**src/sv/i2cseq_pkg.sv**
```systemverilog
`timescale 1ns / 1ps
`default_nettype none
package i2cseq_pkg;

   localparam int OP_DEPTH = 16;
   localparam int TX_DEPTH = 64;
   localparam int RX_DEPTH = 64;

   localparam int OP_AW = (OP_DEPTH > 1) ? $clog2(OP_DEPTH) : 1;
   localparam int TX_AW = (TX_DEPTH > 1) ? $clog2(TX_DEPTH) : 1;
   localparam int RX_AW = (RX_DEPTH > 1) ? $clog2(RX_DEPTH) : 1;

   localparam int OP_ENTRY_W = 24;

   typedef enum logic [1:0] {
      CMD_LOAD_OP = 2'd0,
      CMD_LOAD_TX = 2'd1,
      CMD_STATUS  = 2'd2,
      CMD_NOP     = 2'd3
   } cmd_type;

   typedef enum logic [2:0] {
      ACT_NONE    = 3'd0,
      ACT_SEND    = 3'd1,
      ACT_ACK     = 3'd2,
      ACT_NACK    = 3'd3,
      ACT_RESTART = 3'd4,
      ACT_STOP    = 3'd5
   } action_type;

   localparam logic [7:0] ST_MASK      = 8'hFC;
   localparam logic [7:0] ST_START     = 8'h08;
   localparam logic [7:0] ST_RESTART   = 8'h10;
   localparam logic [7:0] ST_ADDR_WACK = 8'h18;
   localparam logic [7:0] ST_DATA_WACK = 8'h28;
   localparam logic [7:0] ST_ADDR_RACK = 8'h40;
   localparam logic [7:0] ST_DATA_RACK = 8'h50;
   localparam logic [7:0] ST_DATA_RNAK = 8'h58;
   localparam logic [7:0] ADDR_NO_RD   = 8'hFE;
   localparam logic [7:0] END_MARK     = 8'h01;

   typedef struct packed {
      logic [1:0] cmd;
      logic [5:0] slot;
      logic [7:0] addr_byte;
      logic [7:0] target_reg;
      logic [7:0] byte_count;
      logic [7:0] data_byte;
      logic [7:0] bus_status;
   } req_type;

   typedef struct packed {
      logic [2:0] action;
      logic [7:0] send_value;
      logic       rx_valid;
      logic [7:0] rx_value;
      logic [5:0] rx_slot;
      logic       done_res;
      logic       fault;
   } rsp_type;

   function automatic logic [OP_AW-1:0] op_inc(input logic [OP_AW-1:0] pos);
      op_inc = (pos == OP_AW'(OP_DEPTH - 1)) ? '0 : pos + 1'b1;
   endfunction

   function automatic logic [TX_AW-1:0] tx_inc(input logic [TX_AW-1:0] pos);
      tx_inc = (pos == TX_AW'(TX_DEPTH - 1)) ? '0 : pos + 1'b1;
   endfunction

   function automatic logic [RX_AW-1:0] rx_inc(input logic [RX_AW-1:0] pos);
      rx_inc = (pos == RX_AW'(RX_DEPTH - 1)) ? '0 : pos + 1'b1;
   endfunction

endpackage
`default_nettype wire

```
**src/sv/i2c_master_op_list_sequencer.sv**
```systemverilog
`timescale 1ns / 1ps
`default_nettype none
// Channel   Direction  Handshake              Payload
// req_      in         req_valid / req_stall  i2cseq_pkg::req_type
// rsp_      out        rsp_valid / rsp_stall  i2cseq_pkg::rsp_type
//
// One request per cycle while req_stall is low. A request is accepted at an edge and
// reads the op table and transmit store there; the read stage registers its response.
// Loads write the memories at the accept edge, so a status right behind sees them.
// Reset clears positions, counters and valids; the memories are not cleared.
// A stalled response holds the one request in the read stage and stalls req_.
module i2c_master_op_list_sequencer (
   input  wire logic                 clock,
   input  wire logic                 reset,
   input  wire logic                 req_valid,
   output      logic                 req_stall,
   input  wire i2cseq_pkg::req_type  req_data,
   output      logic                 rsp_valid,
   input  wire logic                 rsp_stall,
   output      i2cseq_pkg::rsp_type  rsp_data
);
   import i2cseq_pkg::*;

   logic                   req_accept;
   logic                   s1_go;
   logic                   s1_fire;
   logic                   s1_vld_ff;
   req_type                s1_req_ff;

   logic [OP_AW-1:0]       op_pos_ff,  op_pos_in,  op_pos_step;
   logic [TX_AW-1:0]       tx_pos_ff,  tx_pos_in,  tx_pos_step;
   logic [RX_AW-1:0]       rx_pos_ff,  rx_pos_in,  rx_pos_step;
   logic                   rd_pend_ff, rd_pend_in, rd_pend_step;
   logic [7:0]             remain_ff,  remain_in,  remain_step;

   logic                   rsp_vld_ff;
   rsp_type                rsp_data_ff;
   rsp_type                res;

   logic [OP_AW-1:0]       op_rd_addr;
   logic [OP_ENTRY_W-1:0]  cur_ent;
   logic [7:0]             nxt_addr;
   logic [7:0]             tx_byte;
   logic                   op_wr, tx_wr;
   logic [7:0]             code;
   logic [7:0]             ent_addr, ent_reg, ent_len;
   logic                   rd_pend_eff;
   logic [OP_AW-1:0]       op_adv;

   assign s1_go      = !rsp_vld_ff || !rsp_stall;
   assign req_stall  = s1_vld_ff && !s1_go;
   assign req_accept = req_valid && !req_stall;
   assign s1_fire    = s1_vld_ff && s1_go;

   assign op_wr = req_accept && (req_data.cmd == CMD_LOAD_OP)
                  && (32'(req_data.slot) < 32'(OP_DEPTH));
   assign tx_wr = req_accept && (req_data.cmd == CMD_LOAD_TX)
                  && (32'(req_data.slot) < 32'(TX_DEPTH));

   // a start rewinds the list, so read entry zero for it
   assign op_rd_addr = ((req_data.cmd == CMD_STATUS)
                        && ((req_data.bus_status & ST_MASK) == ST_START)) ? '0 : op_pos_in;

   i2cseq_ram #(.WIDTH(OP_ENTRY_W), .DEPTH(OP_DEPTH)) u_op_cur (
      .clock   (clock),
      .wr_en   (op_wr),
      .wr_addr (OP_AW'(req_data.slot)),
      .wr_data ({req_data.addr_byte, req_data.target_reg, req_data.byte_count}),
      .rd_en   (req_accept),
      .rd_addr (op_rd_addr),
      .rd_data (cur_ent)
   );

   // copy of the address bytes, read one entry ahead for the end check
   i2cseq_ram #(.WIDTH(8), .DEPTH(OP_DEPTH)) u_op_nxt (
      .clock   (clock),
      .wr_en   (op_wr),
      .wr_addr (OP_AW'(req_data.slot)),
      .wr_data (req_data.addr_byte),
      .rd_en   (req_accept),
      .rd_addr (op_inc(op_pos_in)),
      .rd_data (nxt_addr)
   );

   i2cseq_ram #(.WIDTH(8), .DEPTH(TX_DEPTH)) u_tx (
      .clock   (clock),
      .wr_en   (tx_wr),
      .wr_addr (TX_AW'(req_data.slot)),
      .wr_data (req_data.data_byte),
      .rd_en   (req_accept),
      .rd_addr (tx_pos_in),
      .rd_data (tx_byte)
   );

   assign code     = s1_req_ff.bus_status & ST_MASK;
   assign ent_addr = cur_ent[23:16];
   assign ent_reg  = cur_ent[15:8];
   assign ent_len  = cur_ent[7:0];
   assign op_adv   = op_inc(op_pos_ff);

   always_comb begin
      op_pos_step  = op_pos_ff;
      tx_pos_step  = tx_pos_ff;
      rx_pos_step  = rx_pos_ff;
      rd_pend_step = rd_pend_ff;
      remain_step  = remain_ff;
      rd_pend_eff  = rd_pend_ff;
      res          = '0;
      if (s1_req_ff.cmd == CMD_STATUS) begin
         case (code)
            ST_START, ST_RESTART: begin
               if (code == ST_START) begin
                  op_pos_step = '0;
                  tx_pos_step = '0;
                  rx_pos_step = '0;
                  rd_pend_eff = 1'b0;
               end
               res.action = ACT_SEND;
               if (!rd_pend_eff) begin
                  rd_pend_step   = ent_addr[0];
                  res.send_value = ent_addr & ADDR_NO_RD;
               end else begin
                  rd_pend_step   = 1'b0;
                  res.send_value = (ent_addr & ADDR_NO_RD) | END_MARK;
               end
            end
            ST_ADDR_WACK: begin
               remain_step    = ent_len;
               res.action     = ACT_SEND;
               res.send_value = ent_reg;
            end
            ST_DATA_WACK: begin
               if (rd_pend_ff) begin
                  res.action = ACT_RESTART;
               end else if (remain_ff != 8'd0) begin
                  remain_step    = remain_ff - 8'd1;
                  res.action     = ACT_SEND;
                  res.send_value = tx_byte;
                  tx_pos_step    = tx_inc(tx_pos_ff);
               end else begin
                  op_pos_step  = op_adv;
                  res.done_res = (nxt_addr == END_MARK);
                  res.action   = (nxt_addr == END_MARK) ? ACT_STOP : ACT_RESTART;
               end
            end
            ST_ADDR_RACK, ST_DATA_RACK: begin
               if (code == ST_DATA_RACK) begin
                  res.rx_valid = 1'b1;
                  res.rx_value = s1_req_ff.data_byte;
                  res.rx_slot  = 6'(rx_pos_ff);
                  rx_pos_step  = rx_inc(rx_pos_ff);
               end
               // a zero count on address ack behaves as one byte
               if (remain_ff > 8'd1) begin
                  remain_step = remain_ff - 8'd1;
                  res.action  = ACT_ACK;
               end else begin
                  remain_step = 8'd0;
                  res.action  = ACT_NACK;
               end
            end
            ST_DATA_RNAK: begin
               res.rx_valid = 1'b1;
               res.rx_value = s1_req_ff.data_byte;
               res.rx_slot  = 6'(rx_pos_ff);
               rx_pos_step  = rx_inc(rx_pos_ff);
               op_pos_step  = op_adv;
               res.done_res = (nxt_addr == END_MARK);
               res.action   = (nxt_addr == END_MARK) ? ACT_STOP : ACT_RESTART;
            end
            default: begin
               res.fault = 1'b1;
            end
         endcase
      end
   end

   assign op_pos_in  = s1_fire ? op_pos_step  : op_pos_ff;
   assign tx_pos_in  = s1_fire ? tx_pos_step  : tx_pos_ff;
   assign rx_pos_in  = s1_fire ? rx_pos_step  : rx_pos_ff;
   assign rd_pend_in = s1_fire ? rd_pend_step : rd_pend_ff;
   assign remain_in  = s1_fire ? remain_step  : remain_ff;

   always_ff @(posedge clock) begin
      if (reset) begin
         s1_vld_ff  <= 1'b0;
         rsp_vld_ff <= 1'b0;
         op_pos_ff  <= '0;
         tx_pos_ff  <= '0;
         rx_pos_ff  <= '0;
         rd_pend_ff <= 1'b0;
         remain_ff  <= 8'd0;
      end else begin
         // an empty read stage takes a request even while the response waits
         if (!req_stall) begin
            s1_vld_ff <= req_accept;
         end
         if (s1_fire) begin
            rsp_vld_ff <= 1'b1;
         end else if (!rsp_stall) begin
            rsp_vld_ff <= 1'b0;
         end
         op_pos_ff  <= op_pos_in;
         tx_pos_ff  <= tx_pos_in;
         rx_pos_ff  <= rx_pos_in;
         rd_pend_ff <= rd_pend_in;
         remain_ff  <= remain_in;
      end
   end

   always_ff @(posedge clock) begin
      if (req_accept) begin
         s1_req_ff <= req_data;
      end
      if (s1_fire) begin
         rsp_data_ff <= res;
      end
   end

   assign rsp_valid = rsp_vld_ff;
   assign rsp_data  = rsp_data_ff;

endmodule
`default_nettype wire

```
**src/sv/i2cseq_ram.sv**
```systemverilog
`timescale 1ns / 1ps
`default_nettype none
module i2cseq_ram #(
   parameter int WIDTH = 8,
   parameter int DEPTH = 16
) (
   input  wire logic                                       clock,
   input  wire logic                                       wr_en,
   input  wire logic [((DEPTH > 1) ? $clog2(DEPTH) : 1)-1:0] wr_addr,
   input  wire logic [WIDTH-1:0]                           wr_data,
   input  wire logic                                       rd_en,
   input  wire logic [((DEPTH > 1) ? $clog2(DEPTH) : 1)-1:0] rd_addr,
   output      logic [WIDTH-1:0]                           rd_data
);

   logic [WIDTH-1:0] mem [DEPTH];
   logic [WIDTH-1:0] rd_data_ff;

   always_ff @(posedge clock) begin
      if (wr_en) begin
         mem[wr_addr] <= wr_data;
      end
      if (rd_en) begin
         rd_data_ff <= mem[rd_addr];
      end
   end

   assign rd_data = rd_data_ff;

endmodule
`default_nettype wire

```
**config.mk**
```make
export PLATFORM = sky130hd
export DESIGN_NAME = i2c_master_op_list_sequencer
export DESIGN_NICKNAME = d
export VERILOG_FILES = /design/src/sv/i2cseq_pkg.sv /design/src/sv/i2c_master_op_list_sequencer.sv /design/src/sv/i2cseq_ram.sv
export SDC_FILE = /design/constraint.sdc
export NUM_CORES = 1
export LEC_CHECK = 0
export ABC_AREA = 1
export BUFFER_PORTS_ARGS = -buffer_cell sky130_fd_sc_hd__buf_2
export CORE_UTILIZATION = 55
export DETAILED_ROUTE_END_ITERATION = 7
export PLACE_DENSITY_LB_ADDON = 0.08
export SYNTH_ARGS = -nofsm -noshare
export SYNTH_HDL_FRONTEND = slang
export SYNTH_SLANG_ARGS = --single-unit
```
**constraint.sdc**
```tcl
create_clock -name clock -period 6.2 [get_ports clock]
set_clock_uncertainty 0.1 [all_clocks]
set_input_delay 0.62 -clock clock [delete_from_list [all_inputs] [get_ports clock]]
set_output_delay 0.62 -clock clock [all_outputs]
set_load 0.03 [all_outputs]
```
==> flow_summary.json <==
{
  "status": "finished, violations left",
  "violations": "DRC",
  "rows": 104,
  "final_max_slew_viol_count": 0,
  "cts_made_buffers": 104,
  "cts_max_path_buffers": 3,
  "fin_crit_ps": 4506,
  "ys_warn_count": 0,
  "port_buffers": 79,
  "cp_cell_sequence": "inv_1 > nand2_1 > nor2_1 > nand2_1 > inv_2 > nand2_1 > inv_2 > nand2_4 > nand2_4 > buf_4 > nand2_1 > nand3_1 > nand3_1 > nand3_1 > nand3_1 > nand3_1 > nand2_1",
  "hold_viol": 0,
  "area_delta_synth_final_pct": 10.58,
  "drive_gt1_share_pct": 8.001,
  "grt_max_degree": 190,
  "initial_utilization_pct": 55.76,
  "ir_worst_vdd_v": 0.0002505,
  "synth_common_cells": "nand2_1 (1,059), edfxtp_1 (980), nand3_1 (744)",
  "cp_slowest_stage_delay_ps": 670,
  "holdPathEnd": "code[5]",
  "r2r_start": "s1_req_ff[46]",
  "num_io_pins": 82,
  "path_class": "reg -> reg",
  "cts_root_buf": "clkbuf_16",
  "detail-route-antenna-nets": 0,
  "min_from": "req_data[5]",
  "drc_errors": 8,
  "synth_top_cell_by_area": "edfxtp_1",
  "slew_headroom_pct": 23.38,
  "crit_slowest_cell": "nand2_4",
  "ctsResizeCount": 0,
  "syn-num-nets": 4390,
  "yosys-top-cells-area": "edfxtp_1 (65%), nand2_1 (8.8%), nand3_1 (8.3%)",
  "die_w_um": 288.2,
  "clkLatencyLatePin_ps": 670,
  "yosysMostFrequentCell": "nand2_1",
  "rsz0062_at_grt": "no",
  "arrival_ps": 4810,
  "min_path_cells": 1,
  "grt.overflow.total": 0,
  "die_area_um2": 83070,
  "syn_avg_cell_area_um2": 10.40,
  "synth_area_um2": 45060,
  "ys_ff_latch": 1007,
  "core-area_um2": 80810,
  "path_depth": 17,
  "setup_tns_ps": 0,
  "synthDistinctLibCells": 41,
  "critPathBufInv": 4,
  "routabilityCongestion": 0.8767,
  "hp-class": "in -> reg",
  "total_power_mw": 13.99,
  "setup_viol": 0,
  "worst_ep_required_time_ps": 6500,
  "yosysSeqAreaShare_pct": 66.51,
  "ys.flop_type": "edfxtp_1",
  "wire_per_inst_um": 21.35,
  "cts_tree": "built",
  "critPathMaxFanout": 61,
  "grtUsageTotal_pct": 28.39,
  "syn_inst": 4332,
  "antenna_found_initial": 14,
  "n_fill_cell": 6537,
  "dp_hpwl_mm": 66.16,
  "ys_async_sr_fraction_pct": 0,
  "totalWireLength_mm": 117.4,
  "worst_slew_pin_slew_ps": 1143,
  "cts_hold_buf": 0,
  "postCtsSetupBuffers": 0,
  "rr_endpoint": "u_tx.rd_data[0]",
  "fin_crit_sh_pct": 72.68,
  "ff_latch_area_um2": 29970,
  "drv_cap": 0,
  "netlist.area_leader.share_pct": 65.32,
  "synth-edff-count": 980,
  "power_leakage_nw": 19.86,
  "clkTransAtPathRegs_ps": 60,
  "grt_pass1_vias": 28750,
  "viasPerCell": 5.608,
  "vias": 30839,
  "first_pass_iters": 8,
  "clkSinkCount": 1007,
  "drt_iter0_drc": 3332,
  "path_delay_family": "simple AND/OR/NAND/NOR gates",
  "final_nets": 4407,
  "grt_pass1_wl_mm": 174.9,
  "crit_path_end_kind": "flop",
  "multi_input_area_um2": 11750,
  "h-tree-depth": 3,
  "powerDensity_nw_per_um2": 280.8,
  "die_h_um": 288.2,
  "crit_path_start_kind": "flop",
  "ff2ff_path_depth": 17,
  "fmax_mhz": 221.9,
  "ff2ff_setup_slack_ps": 1690
}
[state kept, by name, summed over array words and instances (netlist names)]
signal            count
u_tx.rd_data          8
code                  6
op_pos_ff             4
rd_pend_ff            1
rsp_valid             1
u_op_nxt.rd_data      8
remain_ff             8
rx_pos_ff             6
rsp_data             28
u_op_nxt.mem         16
s1_req_ff            10
u_op_cur.mem        368
s1_vld_ff             1
tx_pos_ff             6
u_tx.mem            512
u_op_cur.rd_data     24
[where the power goes]
group | internal, mW | switching [mW] | leakage, nW
registers | 7.49 | 0.0101 | 9.08
clock network | 3.64 | 2.61 | 1.64
logic | 0.0347 | 0.192 | 9.13
[how the worst max path moves through the flow]
stage                   from                  end  slack [ps]
6_report       s1_req_ff[46]      u_tx.rd_data[0]        1690
5_1_grt              code[2]  u_op_nxt.rd_data[2]        1420
4_1_cts        s1_req_ff[46]      u_tx.rd_data[1]        1730
3_5_place_dp       rsp_stall      u_tx.rd_data[1]        1660
3_3_place_gp       rsp_stall      u_tx.rd_data[1]        1730
2_1_floorplan      rsp_stall   u_op_cur.mem[6][0]         370
[final cells by class]
| class | instances | area share, % |
|---|---|---|
| antenna | 2 | 0.01005 |
| timing repair buffer | 150 | 2.014 |
| multi-input combinational | 2460 | 23.58 |
| tap | 1060 | 2.662 |
| clock buffer | 138 | 5.540 |
| sequential | 1007 | 60.15 |
| inverter | 626 | 4.716 |
| clock inverter | 56 | 1.328 |
[logic make-up after synthesis]
group | share of synthesized area (%)
AND/OR/NAND/NOR | 22.69
flip-flops | 66.51
buffers and inverters | 7.803
AO/OA/AOI/OAI | 2.691
XOR/XNOR | 0.1361
adder cells (fa/ha/maj) | 0.1666
[through the flow]
stage | area [um2] | instances | utilization, % | hold slack [ps] | setup slack [ps]
after global placement | 46400 | 5303 | 57.42 | 371.6 | 1733
after detailed placement | 46400 | 5303 | 57.42 | 374.2 | 1656
final | 49820 | 5499 | 61.66 | 42.42 | 1694
after CTS | 49820 | 5497 | 61.65 | 12.32 | 1726
after floorplan | 45060 | 4332 | - | 351.8 | 368.1
after global routing | 49820 | 5499 | 61.66 | 22.61 | 1420
[per-layer routing]
layer  part of all wire, %  track usage, %  vias to the layer above
met4                   2.5           8.386                       12
met2                    46           44.99                     1279
li1                      -               -                    14581
met1                    42           40.39                    14742
met5                 0.061               0                        -
met3                   8.9           4.921                      225
[layout by cell type (no fill, tap or decap), types with 26 or more instances in the layout]
cell	synthesis	routed
clkinv_1	2	26
edfxtp_1	980	980
inv_1	611	609
clkbuf_1	66	31
nor2_1	188	188
o211ai_1	31	31
dfxtp_1	27	27
clkbuf_16	0	104
nand3b_1	192	192
buf_4	35	65
a21oi_1	83	82
buf_2	110	79
nand2_1	1059	1052
o21ai_0	63	63
nand3_1	744	744
No activity file was read; power rests on OpenSTA's default activity.
